### src/rtl/core/tpd_pkg.sv
// Shared types and constants of the trajectory point decimator.
`timescale 1ns / 1ps
package tpd_pkg;

  localparam int CFG_DIST_WIDTH  = 31;
  localparam int COS_WIDTH       = 16;
  localparam int CFG_DATA_WIDTH  = 32;
  localparam int CFG_INDEX_WIDTH = 2;
  localparam int SEC_WIDTH       = 32;
  localparam int NSEC_WIDTH      = 30;
  localparam int INDEX_WIDTH     = 32;
  localparam int QUEUE_DEPTH     = 2;
  localparam int MUL_DIGIT       = 8;
  // cos is Q1.15, so cos^2 carries a scale of two to the thirtieth
  localparam int ANGLE_SHIFT     = 30;
  localparam int HIST_WIDTH      = 2;
  localparam int STEP_WIDTH      = 4;

  localparam logic [CFG_INDEX_WIDTH-1:0] CFG_MAX_DISTANCE  = 2'd0;
  localparam logic [CFG_INDEX_WIDTH-1:0] CFG_MIN_DISTANCE  = 2'd1;
  localparam logic [CFG_INDEX_WIDTH-1:0] CFG_COS_MAX_ANGLE = 2'd2;

  localparam logic [CFG_DIST_WIDTH-1:0] MAX_DIST_RESET = 31'd9830;
  localparam logic [CFG_DIST_WIDTH-1:0] MIN_DIST_RESET = 31'd6554;
  localparam logic [COS_WIDTH-1:0]      COS_RESET      = 16'hE9C6;

  localparam logic OP_SAMPLE = 1'b0;
  localparam logic OP_CLEAR  = 1'b1;

  localparam logic [HIST_WIDTH-1:0] HIST_EMPTY = 2'd0;
  localparam logic [HIST_WIDTH-1:0] HIST_FULL  = 2'd2;

  typedef enum logic [2:0] {
    ST_IDLE,
    ST_PREP,
    ST_MUL,
    ST_WAIT,
    ST_EMIT
  } state_t;

  typedef enum logic [STEP_WIDTH-1:0] {
    STP_MN2, STP_MX2,
    STP_DN0, STP_DN1, STP_DN2,
    STP_DO0, STP_DO1, STP_DO2,
    STP_PR0, STP_PR1, STP_PR2,
    STP_SQ, STP_C2, STP_RNA, STP_RNB
  } step_t;

  typedef enum logic [1:0] {
    V_NEXT,
    V_KEEP,
    V_DROP
  } verdict_t;

  typedef struct packed {
    logic empty;
    logic full;
  } queue_status_t;

endpackage

### src/rtl/core/tpd_fifo.sv
// Short item queue between the accepting front and the decision back end.
`timescale 1ns / 1ps
module tpd_fifo #(
  parameter int WIDTH = 8,
  parameter int DEPTH = 2
) (
  input  logic                  clk,
  input  logic                  rst,
  input  logic                  push,
  input  logic [WIDTH-1:0]      push_data,
  input  logic                  pop,
  output logic [WIDTH-1:0]      head,
  output tpd_pkg::queue_status_t status
);

  localparam int AW = (DEPTH > 1) ? $clog2(DEPTH) : 1;

  logic [WIDTH-1:0] mem [DEPTH];
  logic [AW-1:0]    wptr;
  logic [AW-1:0]    rptr;
  logic [AW:0]      count;

  always_ff @(posedge clk) begin
    if (push) begin
      mem[wptr] <= push_data;
    end
  end

  always_ff @(posedge clk) begin
    if (rst) begin
      wptr  <= '0;
      rptr  <= '0;
      count <= '0;
    end else begin
      if (push) begin
        wptr <= (wptr == AW'(DEPTH - 1)) ? '0 : wptr + 1'b1;
      end
      if (pop) begin
        rptr <= (rptr == AW'(DEPTH - 1)) ? '0 : rptr + 1'b1;
      end
      if (push && !pop) begin
        count <= count + 1'b1;
      end else if (pop && !push) begin
        count <= count - 1'b1;
      end
    end
  end

  assign head         = mem[rptr];
  assign status.empty = (count == '0);
  assign status.full  = (count == (AW+1)'(DEPTH));

endmodule

### config.mk
export PLATFORM = sky130hd
export DESIGN_NAME = tpd_fifo
export DESIGN_NICKNAME = d
export VERILOG_FILES = /design/src/rtl/core/tpd_pkg.sv /design/src/rtl/core/tpd_fifo.sv
export SDC_FILE = /design/constraint.sdc
export NUM_CORES = 1
export LEC_CHECK = 0
export BUFFER_PORTS_ARGS = -buffer_cell sky130_fd_sc_hd__buf_2
export CAP_MARGIN = 20
export CORE_MARGIN = 2
export CORE_UTILIZATION = 48
export CTS_CLUSTER_SIZE = 14
export DETAILED_ROUTE_END_ITERATION = 10
export GPL_TIMING_DRIVEN = 0
export PLACE_DENSITY_LB_ADDON = 0.2
export SLEW_MARGIN = 15
export SYNTH_ARGS = -nofsm -noshare
export SYNTH_HDL_FRONTEND = slang
export SYNTH_SLANG_ARGS = --single-unit
### constraint.sdc
create_clock -name clk -period 1.8 [get_ports clk]
set_clock_uncertainty 0.2 [all_clocks]
set_input_delay 0.27 -clock clk [delete_from_list [all_inputs] [get_ports clk]]
set_output_delay 0.27 -clock clk [all_outputs]
set_load 0.01 [all_outputs]
# == Yosys cells after proc, flatten, opt, wreduce, memory -nomap -nowiden ==
# Memory sizes are Yosys's and may differ from the RTL's. A register that Yosys moved wholly into a read port is not among the register bits.
# Index checks and enable logic that the tools add are counted.
# word_totals
out_inout_bits,10
elab_cells,23
ram_bits,16
n_memories,1
regBits,4
# classes
n_addsub,4
n_eq_ne,1
n_reduce_logical,6
muxes,8
# memory_table
name,words,width,read_ports,rd_ports_with_merged_regs,write_ports,line,text
mem,2,8,1,1,1,tpd_fifo.sv:18,logic [WIDTH-1:0] mem [DEPTH];
# ops
op,count
$mux W1,6
$mux W2,2
$add A1 B1 Y1 const B,2
$add A2 B1 Y2 const B,1
$eq A2 B2 Y1 const B,1
$logic_and A1 B1 Y1,2
$logic_not A1 Y1,2
$logic_not A2 Y1,1
$reduce_bool A2 Y1,1
$sub A2 B1 Y2 const B,1

# == Longest topological paths before layout ==
# Gate-level depths: netlist of run 1.
# logic_depth
ltp_word,4
mapped_depth,5
depth_no_buf,5

# == Worst setup path after synthesis of run 1 ==
# No wires, ideal clock.
# synth_timing
path_kind,input -> register
start,input port pop
end,register count[1]
path_buffers,0
setup_slack_ps,486
t_arrival_ps,1044
cell_stages,4
setup_ps,70
required_time_ps,1530
cell_sequence,inv_1 > ha_1 > or3_1 > a21oi_1
# synth_between
elab_chain_cells,3
elab_cells_between_ends,5
# synth_rtl
item,line,text
start: declaration,tpd_fifo.sv:11,"input logic pop,"
$logic_not A1 Y1,tpd_fifo.sv:41,if (push && !pop) begin
$logic_and A1 B1 Y1,tpd_fifo.sv:41,
$mux W2 / $reduce_bool A2 Y1 (equally long branches),--,
end signal: assignment,tpd_fifo.sv:42,count <= count + 1'b1;
end signal: assignment,tpd_fifo.sv:44,count <= count - 1'b1;
end: declaration,tpd_fifo.sv:21,logic [AW:0] count;
# Several ways; a longest one is shown, not always the timed one.
# A chain may end at the register's enable or synchronous reset.

==> impl_metrics.json, run 1 <==
{
  "start_util_pct": 51.4,
  "crit_path_max_incr_delay_ps": 340,
  "grt_usage_pct": 14.9,
  "areaGrowthSynthToFinish_pct": 31.2,
  "die_area_mm2": 0.00197,
  "clkSinkCount": 21,
  "setup_ws_ps": 79.3,
  "p_clk_share_pct": 23.0,
  "synthDistinctLibCells": 15,
  "final.fill_count": 116,
  "crit_required_ps": 1330,
  "seqPwrFrac_pct": 60.9,
  "critPathLaunchType": "register",
  "first_global_vias": 473,
  "ir_worst_vdd_mv": 0.626,
  "hpwl_um": 785,
  "clockBufferDepth": 2,
  "multi_input_comb_area_um2": 194,
  "crit_buf_inv": 2,
  "fmax_mhz": 581,
  "p_comb_share_pct": 16.1,
  "clk_pin_slew_worst_paths_ps": 110,
  "yosysTopAreaCell": "edfxtp_1",
  "diodes": 0,
  "syn_area_per_cell_um2": 16.7,
  "antenna_left": 0,
  "intPower_mw": 0.728,
  "synth_top_area_share_pct": 61.3,
  "fin_crit_ps": 1720,
  "drt_first_pass_iters": 3,
  "final_cell_mix": "21 x buf_2, 16 x edfxtp_1, 9 x dlygate4sd3_1",
  "r2r_cells": 1,
  "worstPathMaxFanout": 8,
  "reg2reg_slack_ps": 320,
  "drc_errors": 0,
  "crit_family": "multiplexers",
  "switching_share_pct": 22.8,
  "root_buffer": "clkbuf_4",
  "switchingPower_mw": 0.214,
  "crit_chain": "buf_4 > mux2_2 > buf_2",
  "num_vias": 474,
  "wl_per_cell_um": 12.5,
  "regArea_um2": 581,
  "p_leak_nw": 0.415,
  "grt_antenna_before_repair": 0,
  "grt_pass1_wl_um": 1990,
  "fp.dieW_um": 44.4,
  "status": "finished, final reports clean",
  "r2r-end": "mem[0][7]",
  "relSlewSlack_pct": 51.7,
  "min_period_over_period_pct": 95.6,
  "via_per_inst": 4.89,
  "crit-reg2reg-launch": "wptr",
  "min_path_type": "in -> reg",
  "cts_buffers": 3,
  "syn_nets": 60,
  "crit_arrival_ps": 1250,
  "core_area_mm2": 0.00152,
  "endpoint_kind": "primary output",
  "yosysWarnings": 0,
  "wirelength_um": 1210,
  "nets": 95,
  "tritoncts": "built",
  "ys_seq_elements": 21,
  "grt_max_degree": 12,
  "cpMaxStageDelayCell": "mux2_2",
  "io-pin-count": 22,
  "final_max_slew_viol_count": 0,
  "rows": 14,
  "final_common_cell": "buf_2",
  "setup_violations": 0,
  "cp_num_cells": 3,
  "die_h_um": 44.4,
  "hold_violations": 0,
  "syn_area_um2": 783,
  "ys_seq_area_share_pct": 74.1,
  "max_slew.worst_pin.slew_ps": 723,
  "dr.first_iter.drc_count": 8,
  "path_class": "reg -> out",
  "pre_cts_slack_ps": 207,
  "rsz0062_at_grt": "no",
  "ys_top_cells_by_area": "edfxtp_1 61%, dfxtp_1 13%, mux2_2 12%",
  "portBuffers": 21,
  "clk_latency_ps": 290,
  "grt-ovfl-total": 0,
  "synthCells": 47,
  "cap_violations": 0,
  "crit_path_end": "head[1]",
  "gp_congestion": 0.654,
  "cts_htree_levels": 1,
  "drive_gt1_share_pct": 42.0,
  "fin_setup_tns_ps": 0,
  "powerDensity_mw_per_mm2": 917
}
## registers in the layout, indices dropped and copies added (netlist names), named ones only
name	count
count	2
mem	16
rptr	1
wptr	1
## cell type report
| type | instances | area share, % |
|---|---|---|
| Buffer | 1 | 0.731 |
| Timing Repair Buffer | 30 | 19.0 |
| Clock buffer | 4 | 2.56 |
| Sequential cell | 21 | 56.5 |
| Tap cell | 16 | 1.95 |
| Multi-Input combinational cell | 24 | 18.9 |
| Inverter | 1 | 0.365 |
## routing by layer
metal	GRT usage, %	share of wire, %
met4	9.09	1.9
met2	26.2	51
met3	2.86	4.9
met5	0	0
met1	16.7	42
## per-stage QoR
stage | utilization (%) | cells | hold WS [ps] | total power [mW] | area (um2)
2_1_floorplan | - | 47 | 139 | 0.667 | 783
3_3_place_gp | 59.6 | 84 | 259 | 0.718 | 908
3_5_place_dp | 59.6 | 84 | 262 | 0.722 | 908
4_1_cts | 67.4 | 97 | 52.4 | 0.954 | 1030
5_1_grt | 67.4 | 97 | 84.8 | 0.989 | 1030
6_report | 67.4 | 97 | 56.3 | 0.942 | 1030
## cell families after synthesis
logic type,count (synthesis),share of synthesized area [%]
flip-flops,21,74.1
AO/OA/AOI/OAI,2,1.28
buffers and inverters,2,1.12
multiplexers,8,11.5
XOR/XNOR,4,4.47
adder cells (fa/ha/maj),1,1.60
AND/OR/NAND/NOR,9,5.91
## what timing repair did
| item | in CTS | in global routing |
|---|---|---|
| hold buffers | 9 | 0 |
| buffers inserted | 0 | 0 |
| resized for setup | 1 | 0 |
| hold endpoints to repair | 21 | 0 |
| setup endpoints to repair | 8 | 0 |
## synth_stat cells
library cell   n
a21oi_1        1
and2_1         1
and2b_2        1
buf_2          1
dfxtp_1        5
edfxtp_1      16
ha_1           1
inv_1          1
mux2_2         8
nor2_1         5
nor2b_1        1
o21ai_0        1
or3_1          1
xnor2_1        2
xor2_1         2
## power groups by stage
stage | clock network [mW] | logic, mW | registers [mW]
3_3_place_gp | 0 | 0.134 | 0.583
6_report | 0.217 | 0.151 | 0.574
4_1_cts | 0.225 | 0.154 | 0.575
5_1_grt | 0.242 | 0.169 | 0.579
3_5_place_dp | 0 | 0.137 | 0.585
2_1_floorplan | 0 | 0.0854 | 0.581
## worst min path at each step
stage | start | endpoint | slack, ps | depth (start not counted)
after global routing | push | wptr | 80 | 3
final | pop | register | 60 | 3
after CTS | pop | register | 50 | 3
after floorplan | rst | count[1] | 140 | 1
after global placement | push_data[5] | mem[0][5] | 260 | 1
after detailed placement | push_data[3] | mem[1][3] | 260 | 1
Note: power is estimated with default switching activity, not from simulation.
==> inputs of run 2 (changes only) <==
- PLACE_DENSITY: unset -> 0.82
- PLACE_DENSITY_LB_ADDON: 0.2 -> unset
==> run 2 against run 1 <==
- first-iteration DRC count fell by 63%
- final area unchanged
- worst hold slack better by 10 ps
- combinational power about the same
- non-clock buffer count did not move
- clock power down 2%
- sequential share of layout area unchanged
- sequential power barely moved
- worst setup slack lost 14 ps
- via count is 3.0% lower
- largest cell class unchanged
==> impl_metrics.json, run 2 (synthesized netlist as in run 1, its figures left out) <==
{
  "pre_cts_slack_ps": 210,
  "wirelength_um": 1180,
  "cap_violations": 0,
  "intPower_mw": 0.727,
  "areaGrowthSynthToFinish_pct": 31.2,
  "grt-ovfl-total": 0,
  "crit_arrival_ps": 1260,
  "crit_family": "multiplexers",
  "switchingPower_mw": 0.209,
  "endpoint_kind": "primary output",
  "start_util_pct": 51.4,
  "postLayoutCoreUtil_pct": 67.4,
  "power_mw": 0.936,
  "reg_top3": "mem (16), count (2)",
  "nets": 95,
  "seqPwrFrac_pct": 61.3,
  "core_area_mm2": 0.00152,
  "drc_errors": 0,
  "fp.dieW_um": 44.4,
  "drt_first_pass_iters": 2,
  "path_class": "reg -> out",
  "portBuffers": 21,
  "dr.first_iter.drc_count": 3,
  "clkSinkCount": 21,
  "switching_share_pct": 22.3,
  "drive_gt1_share_pct": 42.0,
  "root_buffer": "clkbuf_4",
  "crit_chain": "clkbuf_4 > mux2_2 > buf_2",
  "num_vias": 460,
  "status": "finished, final reports clean",
  "hold_ws_ps": 66.3,
  "crit_buf_inv": 2,
  "p_comb_share_pct": 16.0,
  "grt_pass1_wl_um": 1820,
  "ir_worst_vdd_mv": 0.530,
  "cpMaxStageDelayCell": "mux2_2",
  "fin_setup_tns_ps": 0,
  "final_cell_mix": "21 x buf_2, 16 x edfxtp_1, 9 x dlygate4sd3_1",
  "placed_cells": 84,
  "max_slew.worst_pin.slew_ps": 695,
  "setup_violations": 0,
  "relSlewSlack_pct": 53.6,
  "clk_latency_ps": 280,
  "worstPathMaxFanout": 8,
  "powerDensity_mw_per_mm2": 911,
  "clockBufferDepth": 2,
  "grt_antenna_before_repair": 0,
  "min_period_over_period_pct": 96.4,
  "grt_usage_pct": 13.3,
  "p_leak_nw": 0.415,
  "setup_ws_ps": 65.4,
  "cts_htree_levels": 1,
  "diodes": 0,
  "tritoncts": "built",
  "wl_per_cell_um": 12.1,
  "rsz0062_at_grt": "no",
  "hold_violations": 0,
  "io-pin-count": 22,
  "crit_required_ps": 1330,
  "final_common_cell": "buf_2",
  "regMostFlops": "mem",
  "largest_reg_flops": 16,
  "cts_buffers": 3,
  "clk_pin_slew_worst_paths_ps": 110,
  "final_max_slew_viol_count": 0,
  "instances_no_fill": 97,
  "fin_crit_ps": 1730,
  "p_clk_share_pct": 22.7,
  "place_area_um2": 908,
  "die_area_mm2": 0.00197,
  "min_path_type": "in -> reg",
  "fmax_mhz": 577,
  "design_area_mm2": 0.00103,
  "crit_path_max_incr_delay_ps": 340,
  "via_per_inst": 4.74,
  "die_h_um": 44.4,
  "rows": 14,
  "gp_congestion": 0.608,
  "first_global_vias": 457,
  "critPathLaunchType": "register",
  "antenna_left": 0,
  "grt_max_degree": 12
}
-- run 2: cell count changes in the layout (fill, tap and decap cells not counted), sizes merged --
| cell | previous run | this run |
|---|---|---|
| clkbuf | 4 | 5 |
| buf | 22 | 21 |
-- run 2: final cells by class --
class,instances,area (um2)
repair buffers,30,195
fillers,113,497
flip-flops and latches,21,581
clock buffers,4,26.3
well taps,16,20.0
inverters,1,3.75
plain buffers,1,7.51
multi-input cells,24,194
-- run 2: repair_timing --
item | in CTS | in global routing
endpoints found under the setup margin | 0 | 8
resized for setup | 0 | 1
hold buffers | 9 | 0
hold endpoints to repair | 21 | 0
setup buffers | 0 | 0
-- run 2: metal layers --
layer | up-vias | wire, um | global-route usage, %
li1 | 238 | - | -
met1 | 208 | 482 | 13.6
met2 | 14 | 632 | 25.0
met3 | 0 | 60 | 4.90
met4 | 0 | 0 | 3.64
met5 | - | 0 | 0
-- run 2: worst paths after layout --
check	startpoint	to	slack, ps	cells past startpoint
setup / recovery	register	head[2]	70	3
hold / removal	pop	rptr	70	3
setup reg to reg	wptr	mem[0][3]	350	1
hold reg to reg	count[1]	count[1]	320	2
-- run 2: power groups by stage --
stage	logic (mW)	clock network (mW)	registers [mW]
finish	0.150	0.212	0.574
global route	0.162	0.240	0.577
CTS	0.151	0.217	0.574
detailed placement	0.135	0	0.585
global placement	0.132	0	0.583
floorplan	0.0854	0	0.581
